--- src/fdht_pkg.sv ---
// ----------------------------------------------------------------------------
// fdht_pkg
// Shared types and constants for the four-way depth-preferred hash table.
// ----------------------------------------------------------------------------
package fdht_pkg;

  // Table geometry. SETS is a power of two so that the set index is the
  // low key bits.
  localparam int SETS   = 1024;
  localparam int WAYS   = 4;
  localparam int SET_AW = (SETS > 1) ? $clog2(SETS) : 1;
  localparam int WAY_IW = (WAYS > 1) ? $clog2(WAYS) : 1;

  // Field widths
  localparam int OP_W    = 2;
  localparam int KEY_W   = 64;
  localparam int DEPTH_W = 8;
  localparam int NODES_W = 56;
  localparam int WAY_FW  = 2;
  localparam int CNT_W   = 32;

  // Operation codes
  localparam logic [OP_W-1:0] OP_PROBE = 2'd0;
  localparam logic [OP_W-1:0] OP_STORE = 2'd1;
  localparam logic [OP_W-1:0] OP_CLEAR = 2'd2;

  // One slot: tag is key ^ depth, zero tag means empty
  typedef struct packed {
    logic [KEY_W-1:0]   tag;
    logic [DEPTH_W-1:0] depth;
    logic [NODES_W-1:0] nodes;
  } slot_t;

  // One set, a full memory row
  typedef slot_t [WAYS-1:0] row_t;

  // Way selection results for the row just read
  typedef struct packed {
    logic               probe_hit;
    logic [WAY_FW-1:0]  probe_way;
    logic [NODES_W-1:0] probe_nodes;
    logic               store_ok;
    logic [WAY_IW-1:0]  store_idx;
    logic [WAY_FW-1:0]  store_way;
  } sel_t;

  // Controller states
  typedef enum logic [2:0] {
    ST_SWEEP,   // clearing pass after reset
    ST_IDLE,    // waiting for a beat
    ST_LOOK,    // row data valid, compute and write back
    ST_WIPE,    // clearing pass for a clear operation
    ST_REPLY    // clear finished, deliver its result
  } state_t;

endpackage

--- src/fdht_way_sel.sv ---
// ----------------------------------------------------------------------------
// fdht_way_sel
// Priority way selection over one set: first probe match, first way that a
// store may replace.
// ----------------------------------------------------------------------------
module fdht_way_sel import fdht_pkg::*; (
  input  row_t               row,
  input  logic [KEY_W-1:0]   key,
  input  logic [DEPTH_W-1:0] depth,
  output sel_t               sel
);

  logic [KEY_W-1:0] depth_ext;

  assign depth_ext = {{(KEY_W-DEPTH_W){1'b0}}, depth};

  // Walk from the top way down so the lowest matching way wins
  always_comb begin
    sel = '0;
    for (int w = WAYS - 1; w >= 0; w--) begin
      if ((row[w].tag ^ depth_ext) == key) begin
        sel.probe_hit   = 1'b1;
        sel.probe_way   = WAY_FW'(w);
        sel.probe_nodes = row[w].nodes;
      end
      if ((row[w].tag == '0) || (depth > row[w].depth)) begin
        sel.store_ok  = 1'b1;
        sel.store_idx = WAY_IW'(w);
        sel.store_way = WAY_FW'(w);
      end
    end
  end

endmodule

--- config.mk ---
export PLATFORM = sky130hd
export DESIGN_NAME = fdht_way_sel
export DESIGN_NICKNAME = d
export VERILOG_FILES = /design/src/fdht_pkg.sv /design/src/fdht_way_sel.sv
export SDC_FILE = /design/constraint.sdc
export NUM_CORES = 1
export LEC_CHECK = 0
export ABC_AREA = 0
export BUFFER_PORTS_ARGS = -buffer_cell sky130_fd_sc_hd__buf_2
export CAP_MARGIN = 20
export CELL_PAD_IN_SITES_DETAIL_PLACEMENT = 1
export CELL_PAD_IN_SITES_GLOBAL_PLACEMENT = 2
export CORE_AREA = 2 2 252 254
export DETAILED_ROUTE_END_ITERATION = 6
export DIE_AREA = 0 0 254 256
export PLACE_DENSITY_LB_ADDON = 0.1
export SKIP_LAST_GASP = 1
export SLEW_MARGIN = 25
export SYNTH_ARGS = -nofsm -noshare
export SYNTH_HDL_FRONTEND = slang
export SYNTH_SLANG_ARGS = --single-unit
--- constraint.sdc ---
create_clock -name vclk -period 3.1
set_clock_uncertainty 0.05 [all_clocks]
set_input_delay 0 -clock vclk [all_inputs]
set_output_delay 0 -clock vclk [all_outputs]
set_load 0.005 [all_outputs]
### Yosys cells after proc, flatten, opt, wreduce, memory -nomap -nowiden

Index checks and enable logic that the tools add are counted.

* output and inout bits: 64
* bits in registers: 0
* input port bits: 584
* word-level logic and storage cells: 28

* equal/unequal tests: 4
* reductions and logical operators: 8
* bitwise gates (word level): 4
* multiplexer cells: 8
* order comparisons: 4

Operators with widths (count)
* 64-bit == test: 4
* 64-bit zero test: 4
* 64-bit by 8-bit bitwise XOR with 64-bit output: 4
* 59-bit two-way mux: 4
* 8-bit greater-than comparator: 4
* 5-bit two-way mux: 4
* 1-bit logical OR: 4

### Longest topological paths before layout

Gate-level depths: netlist of the first run.

* word-level depth: 6
* mapped depth: 10
* gate-level depth less buffers: 9

### Worst setup path before layout of the first run

No wires, ideal clock.

* path kind: input port to output port
* from: in key[42]
* to: out sel[52] in the netlist's numbering
* slack: 1.190 ns
* path buffers: 3
* data required time: 3.050 ns
* arrival: 1.860 ns
* cell stages on the path: 10
* path through: clkbuf_1 xnor2_1 nand4_1 nor4_1 nand4_1 nor4_2 buf_4 buf_4 nand3_1 a311oi_2

RTL lines
* from (decl): RTL line fdht_way_sel.sv:8 `input logic [KEY_W-1:0] key,`
* to (decl): RTL line fdht_way_sel.sv:10 `output sel_t sel`

==> results of run 1 <==
-- logic make-up after synthesis --
| family | synth area share |
|---|---|
| simple gates | 0.3615 |
| xor+xnor | 0.3925 |
| compound gates | 0.1267 |
| buf+inv | 0.05439 |
| fa+ha+maj | 0.06495 |
-- cell type report --
type | count | area share
inverters | 32 | 0.01076
diodes | 23 | 0.005158
multi-input cells | 809 | 0.5293
well taps | 846 | 0.09486
repair buffers | 726 | 0.3599
-- worst paths after layout --
kind / start / end / slack [ns] / cells after the start
setup / recovery: key[35] / sel[7] / 0.10 / 13
hold / removal: row[267] / sel[16] / 0.28 / 4
-- power by group through the flow --
stage	Clock [mW]	Combinational [mW]	Sequential [mW]
2_1_floorplan	0	0.438	0
3_3_place_gp	0	1.32	0
3_5_place_dp	0	1.32	0
4_1_cts	0	1.33	0
5_1_grt	0.000000605	1.42	0
6_report	0.000000911	1.33	0
-- critical path, stage by stage --
cell and delay [ns]:
buf_2 0.11, buf_4 0.16, xor2_1 0.16, nor4_1 0.62, nand4_1 0.19, nor4_1 0.31
buf_4 0.18, nand4_1 0.10, buf_4 0.31, buf_12 0.23, nor3_1 0.27, a311oi_1 0.11
buf_2 0.15
-- layer usage --
layer  share of wire  global-route usage  vias up
li1                -                   -     4698
met1            0.42              0.2564     4906
met3           0.074             0.04658       73
met4           0.011             0.02582       42
met5          0.0039                   0        -
met2            0.49              0.3649      415
-- metrics by stage --
stage	TNS, ns	cell area, um^2	instances	util	power, mW
5_1_grt	0	11140	2427	0.1785	1.424
2_1_floorplan	0	6165	889	-	0.4382
6_report	0	11160	2436	0.1788	1.330
3_5_place_dp	-0.5435	11050	2413	0.1770	1.315
3_3_place_gp	-0.8824	11050	2413	0.1770	1.318
4_1_cts	0	11060	2413	0.1773	1.326
-- cell usage after synthesis --
cell type  count  area share
a311oi_1      38       0.054
o21a_1         5      0.0061
o21ai_0        7      0.0057
buf_2          7      0.0057
o22ai_1        1      0.0010
nand4_1       65       0.066
nand2_1       61       0.037
buf_6          1      0.0018
a311oi_2      18       0.044
a21o_1         3      0.0037
xnor2_2        7       0.018
xnor3_1        4       0.015
nor2b_1        6      0.0061
buf_1          1     0.00061
inv_1         32       0.019
nor4_1       108        0.11
nor2_1        63       0.038
xnor2_1      124        0.18
nor3_1        58       0.047
nor4_2         1      0.0020
nor3b_1        1      0.0012
and2_1         2      0.0020
clkbuf_1      34       0.021
ha_1          32       0.065
o22a_1         2      0.0028
nand2b_1       3      0.0030
a2111oi_0      1      0.0014
or2_2          1      0.0010
a21oi_1       10      0.0081
nand3_1       59       0.048
xor2_1       129        0.18
buf_4          5      0.0061
==> impl_metrics.csv, run 1 <==
group,metric,value,unit
floorplan,rows,92,
synthesis,yosys_warnings,0,
power_and_ir_drop,ir_worst_vdd,0.04499,mV
critical_path,crit_path_start_kind,"input port",
hold_path,hold_class,"input port to output port",
power_and_ir_drop,p_int,581.5,uW
synthesis,synth.avg_cell_area,6.934,um^2
drt,routed_wirelength,69.89,mm
floorplan,start_util,0.09881,
power_and_ir_drop,power_leakage,5.005,nW
finish,syn2layout_area_growth,81.00,%
drt,post-route-drc-count,0,
sta,period_needed,2.998,ns
synthesis,syn_inst,889,
sta,timing.fmax,0.3335,GHz
synthesis,synth_nets,1505,
drt,drt_iter0_drc,555,
sta,final_hold_viol_count,0,
synthesis,syn-cell-area,6165,um^2
placement,portBuffers,648,
critical_path,cp-end-kind,"output port",
power_and_ir_drop,seqPwrFrac,0,
finish,multiInputGateArea,5906,um^2
cts,cts_resized,2,
finish,clkbuf_count,0,
global_route,grt_max_degree,57,
finish,nFillCells,7755,
placement,place_hpwl,63.84,mm
placement,gp_congestion,0.8732,
global_route,grt_pass1_vias,11120,
sta,setup_viol,0,
drt,dr.pass1.iters,5,
floorplan,die_area,65020,um^2
global_route,antenna_found_initial,44,
sta,rsz0062_at_grt,"false",
finish,mostFrequentLayoutCell,"buf_2",
power_and_ir_drop,swShare,0.5627,
critical_path,path_max_fanout,32,
floorplan,ioPinCount,648,
power_and_ir_drop,comb_power_share,1.000,
finish,drive_gt1_frac,0.4863,
sta,finalCritPeriodShare,0.9672,
power_and_ir_drop,clkPwrFrac,0,
critical_path,crit_type,"input port to output port",
finish,seq_cells,0,
global_route,grt_pass1_wl,92.28,mm
sta,worst_pin_slew,0.8335,ns
job,maxCapViolations,0,
floorplan,die_x,254,um
finish,regArea,0,um^2
drt,num_vias,10130,
drt,viasPerCell,4.160,
global_route,grt.total_usage,0.2053,
critical_path,critical_path_arrival,2.95,ns
power_and_ir_drop,p_switching,748.1,uW
sta,fin_hold_ws,0.2840,ns
power_and_ir_drop,powerDensity,119.2,nW/um^2
drt,antenna_left,0,
global_route,grt_overflow_total,0,
cts,cts_setup_buffers,0,
sta,maxSlewViolCount,0,
critical_path,worst-endpoint-required,3.05,ns
finish,final_nets,2185,
floorplan,core_area,62390,um^2
drt,wl_per_cell,28.69,um
synthesis,ys_types,32,
sta,worst_slack,0.1016,ns
outcome,status,"finished clean",
finish,mostFrequentLayoutCells,"buf_2, xor2_1, xnor2_1",
floorplan,die_y,256,um
placement,pre_cts_slack,-0.07689,ns
cts,cts_hold_buf,0,
sta,slew_headroom,0.4392,
synthesis,ys_seq_area_frac,0,
Note: power is estimated with default switching activity, not from simulation.
==> inputs of run 2 (changes only) <==
--- a/config.mk
+++ b/config.mk
@@ -5,16 +5,15 @@
 export SDC_FILE = /design/constraint.sdc
 export NUM_CORES = 1
 export LEC_CHECK = 0
-export ABC_AREA = 0
+export ABC_AREA = 1
 export BUFFER_PORTS_ARGS = -buffer_cell sky130_fd_sc_hd__buf_2
 export CAP_MARGIN = 20
 export CELL_PAD_IN_SITES_DETAIL_PLACEMENT = 1
 export CELL_PAD_IN_SITES_GLOBAL_PLACEMENT = 2
-export CORE_AREA = 2 2 252 254
+export CORE_AREA = 2 2 253 255
 export DETAILED_ROUTE_END_ITERATION = 6
-export DIE_AREA = 0 0 254 256
+export DIE_AREA = 0 0 255 257
 export PLACE_DENSITY_LB_ADDON = 0.1
-export SKIP_LAST_GASP = 1
 export SLEW_MARGIN = 25
 export SYNTH_ARGS = -nofsm -noshare
 export SYNTH_HDL_FRONTEND = slang
==> impl_metrics.csv, run 2 <==
group,metric,value,unit
placement,place_hpwl,62.31,mm
sta,worst_pin_slew,0.7862,ns
finish,drive_gt1_frac,0.3027,
sta,timing.fmax,0.4009,GHz
global_route,grt_pass1_vias,14640,
sta,rsz0062_at_grt,"false",
floorplan,start_util,0.1407,
drt,antenna_left,0,
finish,clkbuf_count,0,
sta,maxSlewViolCount,0,
critical_path,path_max_fanout,40,
drt,dr.pass1.iters,4,
sta,finalCritPeriodShare,0.8047,
synthesis,synth_common_cells,"nand2_1, inv_1, nor2_1",
critical_path,crit_end,"sel[18]",
finish,mostFrequentLayoutCell,"nand2_1",
placement,portBuffers,648,
floorplan,die_x,255,um
drt,routed_wirelength,67.95,mm
global_route,grt.total_usage,0.1996,
critical_path,startpoint,"key[16]",
synthesis,ys_seq_area_frac,0,
synthesis,yosys_warnings,0,
placement,gp_congestion,0.8898,
critical_path,critical_path_arrival,2.44,ns
critical_path,cpPeakStageDelay,0.28,ns
cts,cts_setup_buffers,0,
power_and_ir_drop,power_leakage,8.305,nW
power_and_ir_drop,ir_worst_vdd,0.03771,mV
synthesis,synth_nets,2554,
critical_path,worst-endpoint-required,3.05,ns
finish,syn2layout_area_growth,47.50,%
synthesis,synth_top_cell_area_share,0.3159,
drt,num_vias,13810,
global_route,grt_pass1_wl,96.89,mm
synthesis,ys_types,35,
cts,cts_resized,0,
critical_path,cp-end-kind,"output port",
critical_path,crit_type,"input port to output port",
floorplan,die_y,257,um
synthesis,syn_inst,1938,
sta,fin_hold_ws,0.2136,ns
drt,wl_per_cell,19.98,um
global_route,grt_max_degree,59,
drt,post-route-drc-count,0,
hold_path,hold_class,"input port to output port",
finish,seq_cells,0,
synthesis,synth_most_common_cell,"nand2_1",
synthesis,synth_area_leaders,"nand2_1, inv_1, nor2_1",
global_route,antenna_found_initial,38,
floorplan,rows,92,
synthesis,syn-cell-area,8830,um^2
drt,viasPerCell,4.061,
global_route,grt_overflow_total,0,
sta,period_needed,2.495,ns
power_and_ir_drop,powerDensity,101.4,nW/um^2
sta,slew_headroom,0.4711,
sta,final_hold_viol_count,0,
drt,drt_iter0_drc,401,
floorplan,die_area,65540,um^2
synthesis,yosysTopAreaCell,"nand2_1",
finish,final_nets,3162,
synthesis,synth.avg_cell_area,4.556,um^2
critical_path,cp_slowest_cell,"nor2_1",
sta,setup_viol,0,
critical_path,crit_path_start_kind,"input port",
finish,regArea,0,um^2
outcome,status,"finished clean",
cts,cts_hold_buf,0,
hold_path,hold_depth,4,
critical_path,cpMostUsedCell,"nand2_1",
finish,mostFrequentLayoutCells,"nand2_1, buf_2, inv_1",
critical_path,path_cells,"buf_2 -> inv_2 -> nand2_1 -> nand2_1 -> nor2_1 -> nand2_1 -> nor2_1 -> nand2_1 -> nor2_1 -> nand3_4 -> buf_4 -> buf_4 -> nor2_1 -> nor2_1 -> nand2_1 -> nand2_1 -> nand2_1 -> buf_2",
job,maxCapViolations,0,
floorplan,core_area,62740,um^2
floorplan,ioPinCount,648,
sta,fin_setup_tns,0,ns
-- run 2: through the flow --
| stage | area (um^2) | util | power (mW) | worst slack [ns] | std cells |
|---|---|---|---|---|---|
| after floorplan | 8830 | - | 0.5532 | 1.696 | 1938 |
| after global placement | 13000 | 0.2072 | 1.327 | 0.4933 | 3390 |
| after detailed placement | 13000 | 0.2072 | 1.344 | 0.5278 | 3390 |
| after CTS | 13000 | 0.2072 | 1.352 | 0.5113 | 3390 |
| after global routing | 13010 | 0.2074 | 1.483 | 0.3219 | 3395 |
| final | 13020 | 0.2076 | 1.320 | 0.6054 | 3401 |
-- run 2: cell families (layout without fill, tap and decap cells) --
group,after synthesis,in the layout,synth area share
and+or+nand+nor,1283,1283,0.6027
buffers and inverters,470,1076,0.2155
xor gates and xnor gates,105,105,0.1059
AOI/OAI and AO/OA,48,48,0.03061
adders and majority gates,32,32,0.04534
other,0,11,0
-- run 2: critical path: cells and delay by family --
kind	cells	cell delay (ns)
buffers and inverters	5	0.89
and+or+nand+nor	13	1.52
-- run 2: cell type report --
cell class	count	area, um^2
fillers	8418	49710
multi-input cells	1468	6957
repair buffers	663	3431
inverters	413	1550
well taps	846	1059
diodes	11	27.53
-- run 2: power by group --
part / internal (mW) / total, mW / switching, mW
Clock: 0.000000477 / 0.000000477 / 0
Sequential: 0 / 0 / 0
Combinational: 0.546 / 1.32 / 0.774
Total: 0.546 / 1.32 / 0.774
-- run 2: worst min-delay path by stage --
stage / start / endpoint
floorplan: row[5] / sel[10]
global placement: row[1] / sel[6]
detailed placement: row[18] / sel[23]
CTS: row[18] / sel[23]
global route: row[11] / sel[16]
finish: row[18] / sel[23]
-- run 2: metal layers --
metal  part of all wire  global-route usage
met1               0.37              0.2118
met2               0.55              0.4115
met3              0.056             0.03308
met4              0.013             0.02177
met5             0.0031                   0
==> inputs of run 3 (changes only) <==
==> constraint.sdc (replaced) <==
create_clock -name vclk -period 2.37
set_clock_uncertainty 0.05 [all_clocks]
set_input_delay 0 -clock vclk [all_inputs]
set_output_delay 0 -clock vclk [all_outputs]
set_load 0.005 [all_outputs]
==> impl_metrics.csv, run 3 (synthesis gave the netlist of run 2 again) <==
group,metric,value,unit
outcome,status,"finished clean",
sta,finalCritPeriodShare,0.9080,
placement,gp_congestion,0.8812,
finish,syn2layout_area_growth,55.11,%
critical_path,worst-endpoint-required,2.32,ns
placement,portBuffers,648,
global_route,grt_pass1_vias,14840,
sta,fin_hold_ws,0.2146,ns
power_and_ir_drop,power_leakage,8.653,nW
drt,wl_per_cell,20.11,um
sta,slew_headroom,0.5043,
power_and_ir_drop,powerDensity,130.1,nW/um^2
finish,fin_util,0.2183,
floorplan,die_y,257,um
global_route,met1_usage,0.2097,
critical_path,path_max_fanout,33,
sta,setup_viol,0,
drt,dr.pass1.iters,4,
sta,timing.fmax,0.4647,GHz
drt,num_vias,14060,
floorplan,ioPinCount,648,
power_and_ir_drop,ir_worst_vdd,0.04769,mV
sta,period_needed,2.152,ns
drt,antenna_left,0,
finish,regArea,0,um^2
sta,worst_pin_slew,0.7368,ns
drt,routed_wirelength,69.74,mm
sta,final_hold_viol_count,0,
hold_path,hold_depth,4,
global_route,grt.total_usage,0.1994,
floorplan,core_area,62740,um^2
drt,post-route-drc-count,0,
finish,mostFrequentLayoutCells,"nand2_1, buf_2, inv_1",
critical_path,cp-end-kind,"output port",
critical_path,crit_type,"input port to output port",
drt,drt_iter0_drc,467,
finish,final_nets,3215,
floorplan,rows,92,
sta,maxSlewViolCount,0,
floorplan,die_x,255,um
finish,final_area,13700,um^2
global_route,top_usage_layer,"met2",
hold_path,hold_class,"input port to output port",
global_route,grt_overflow_total,0,
finish,mostFrequentLayoutCell,"nand2_1",
global_route,grtUsageMet2,0.3979,
sta,worst_slack,0.2181,ns
placement,placed_area,13410,um^2
drt,viasPerCell,4.055,
global_route,grtUsageMet3,0.03773,
placement,place_hpwl,62.34,mm
job,maxCapViolations,0,
floorplan,die_area,65540,um^2
critical_path,crit_path_start_kind,"input port",
finish,nFillCells,8528,
finish,seq_cells,0,
global_route,antenna_found_initial,43,
global_route,grt_pass1_wl,96.17,mm
critical_path,critical_path_arrival,2.10,ns
finish,drive_gt1_frac,0.3219,
placement,pre_cts_slack,-0.08153,ns
finish,clkbuf_count,0,
global_route,grt_max_degree,68,
cts,cts_hold_buf,0,
floorplan,start_util,0.1407,
## run 3: changes by cell type in the layout (fill, tap and decap cells not counted), sizes merged
cell and change:
clkbuf +5, diode +13, buf +48
## run 3: layout make-up
type | instances | area (um^2) | share of cell area
multi-input cells | 1468 | 6997 | 0.5109
inverters | 413 | 1550 | 0.1132
repair buffers | 716 | 4030 | 0.2943
diodes | 24 | 60.06 | 0.004385
well taps | 846 | 1059 | 0.07729
## run 3: per-layer routing
metal,share of wire,vias up
met2,0.54,428
met1,0.38,6354
met5,0.0018,-
met4,0.024,22
met3,0.059,74
li1,-,7182
## run 3: critical path, cell delays in order
cell and delay (ns):
buf_2 0.17, inv_2 0.06, nand2_1 0.06, nand2_1 0.13, nor2_2 0.19, nand2_1 0.07, nor2_1 0.14, nand2_1 0.07
nor2_1 0.15, buf_4 0.15, nand3_4 0.07, buf_12 0.16, clkbuf_16 0.21, nand3_1 0.11, nand2_1 0.05, nand2_1 0.11
nand2_1 0.06, buf_2 0.13
## run 3: path summary, 6_finish.rpt
check,start,to,slack (ns)
worst min-delay path,row[0],sel[5],0.21
worst max-delay path,key[16],sel[45],0.22
## run 3: report_power, final
part | internal, mW | total [mW] | switching [mW]
Clock | 0.00000136 | 0.00000136 | 0
Sequential | 0 | 0 | 0
Combinational | 0.756 | 1.78 | 1.03
Total | 0.756 | 1.78 | 1.03
## run 3: what timing repair did
action / CTS / global route
setup endpoints to repair: 6 / 31
gates cloned: 0 / 5
endpoints found under the hold margin: 0 / 0
buffers inserted: 0 / 3
gates resized for setup: 3 / 15
pin swaps: 0 / 2
## run 3: metrics by stage
| stage | TNS [ns] | power, mW | instances |
|---|---|---|---|
| CTS | 0 | 1.815 | 3435 |
| finish | 0 | 1.782 | 3467 |
| global route | -0.02805 | 1.992 | 3456 |
| detailed placement | -0.2195 | 1.803 | 3435 |
| global placement | -0.1305 | 1.781 | 3435 |
| floorplan | 0 | 0.7236 | 1938 |
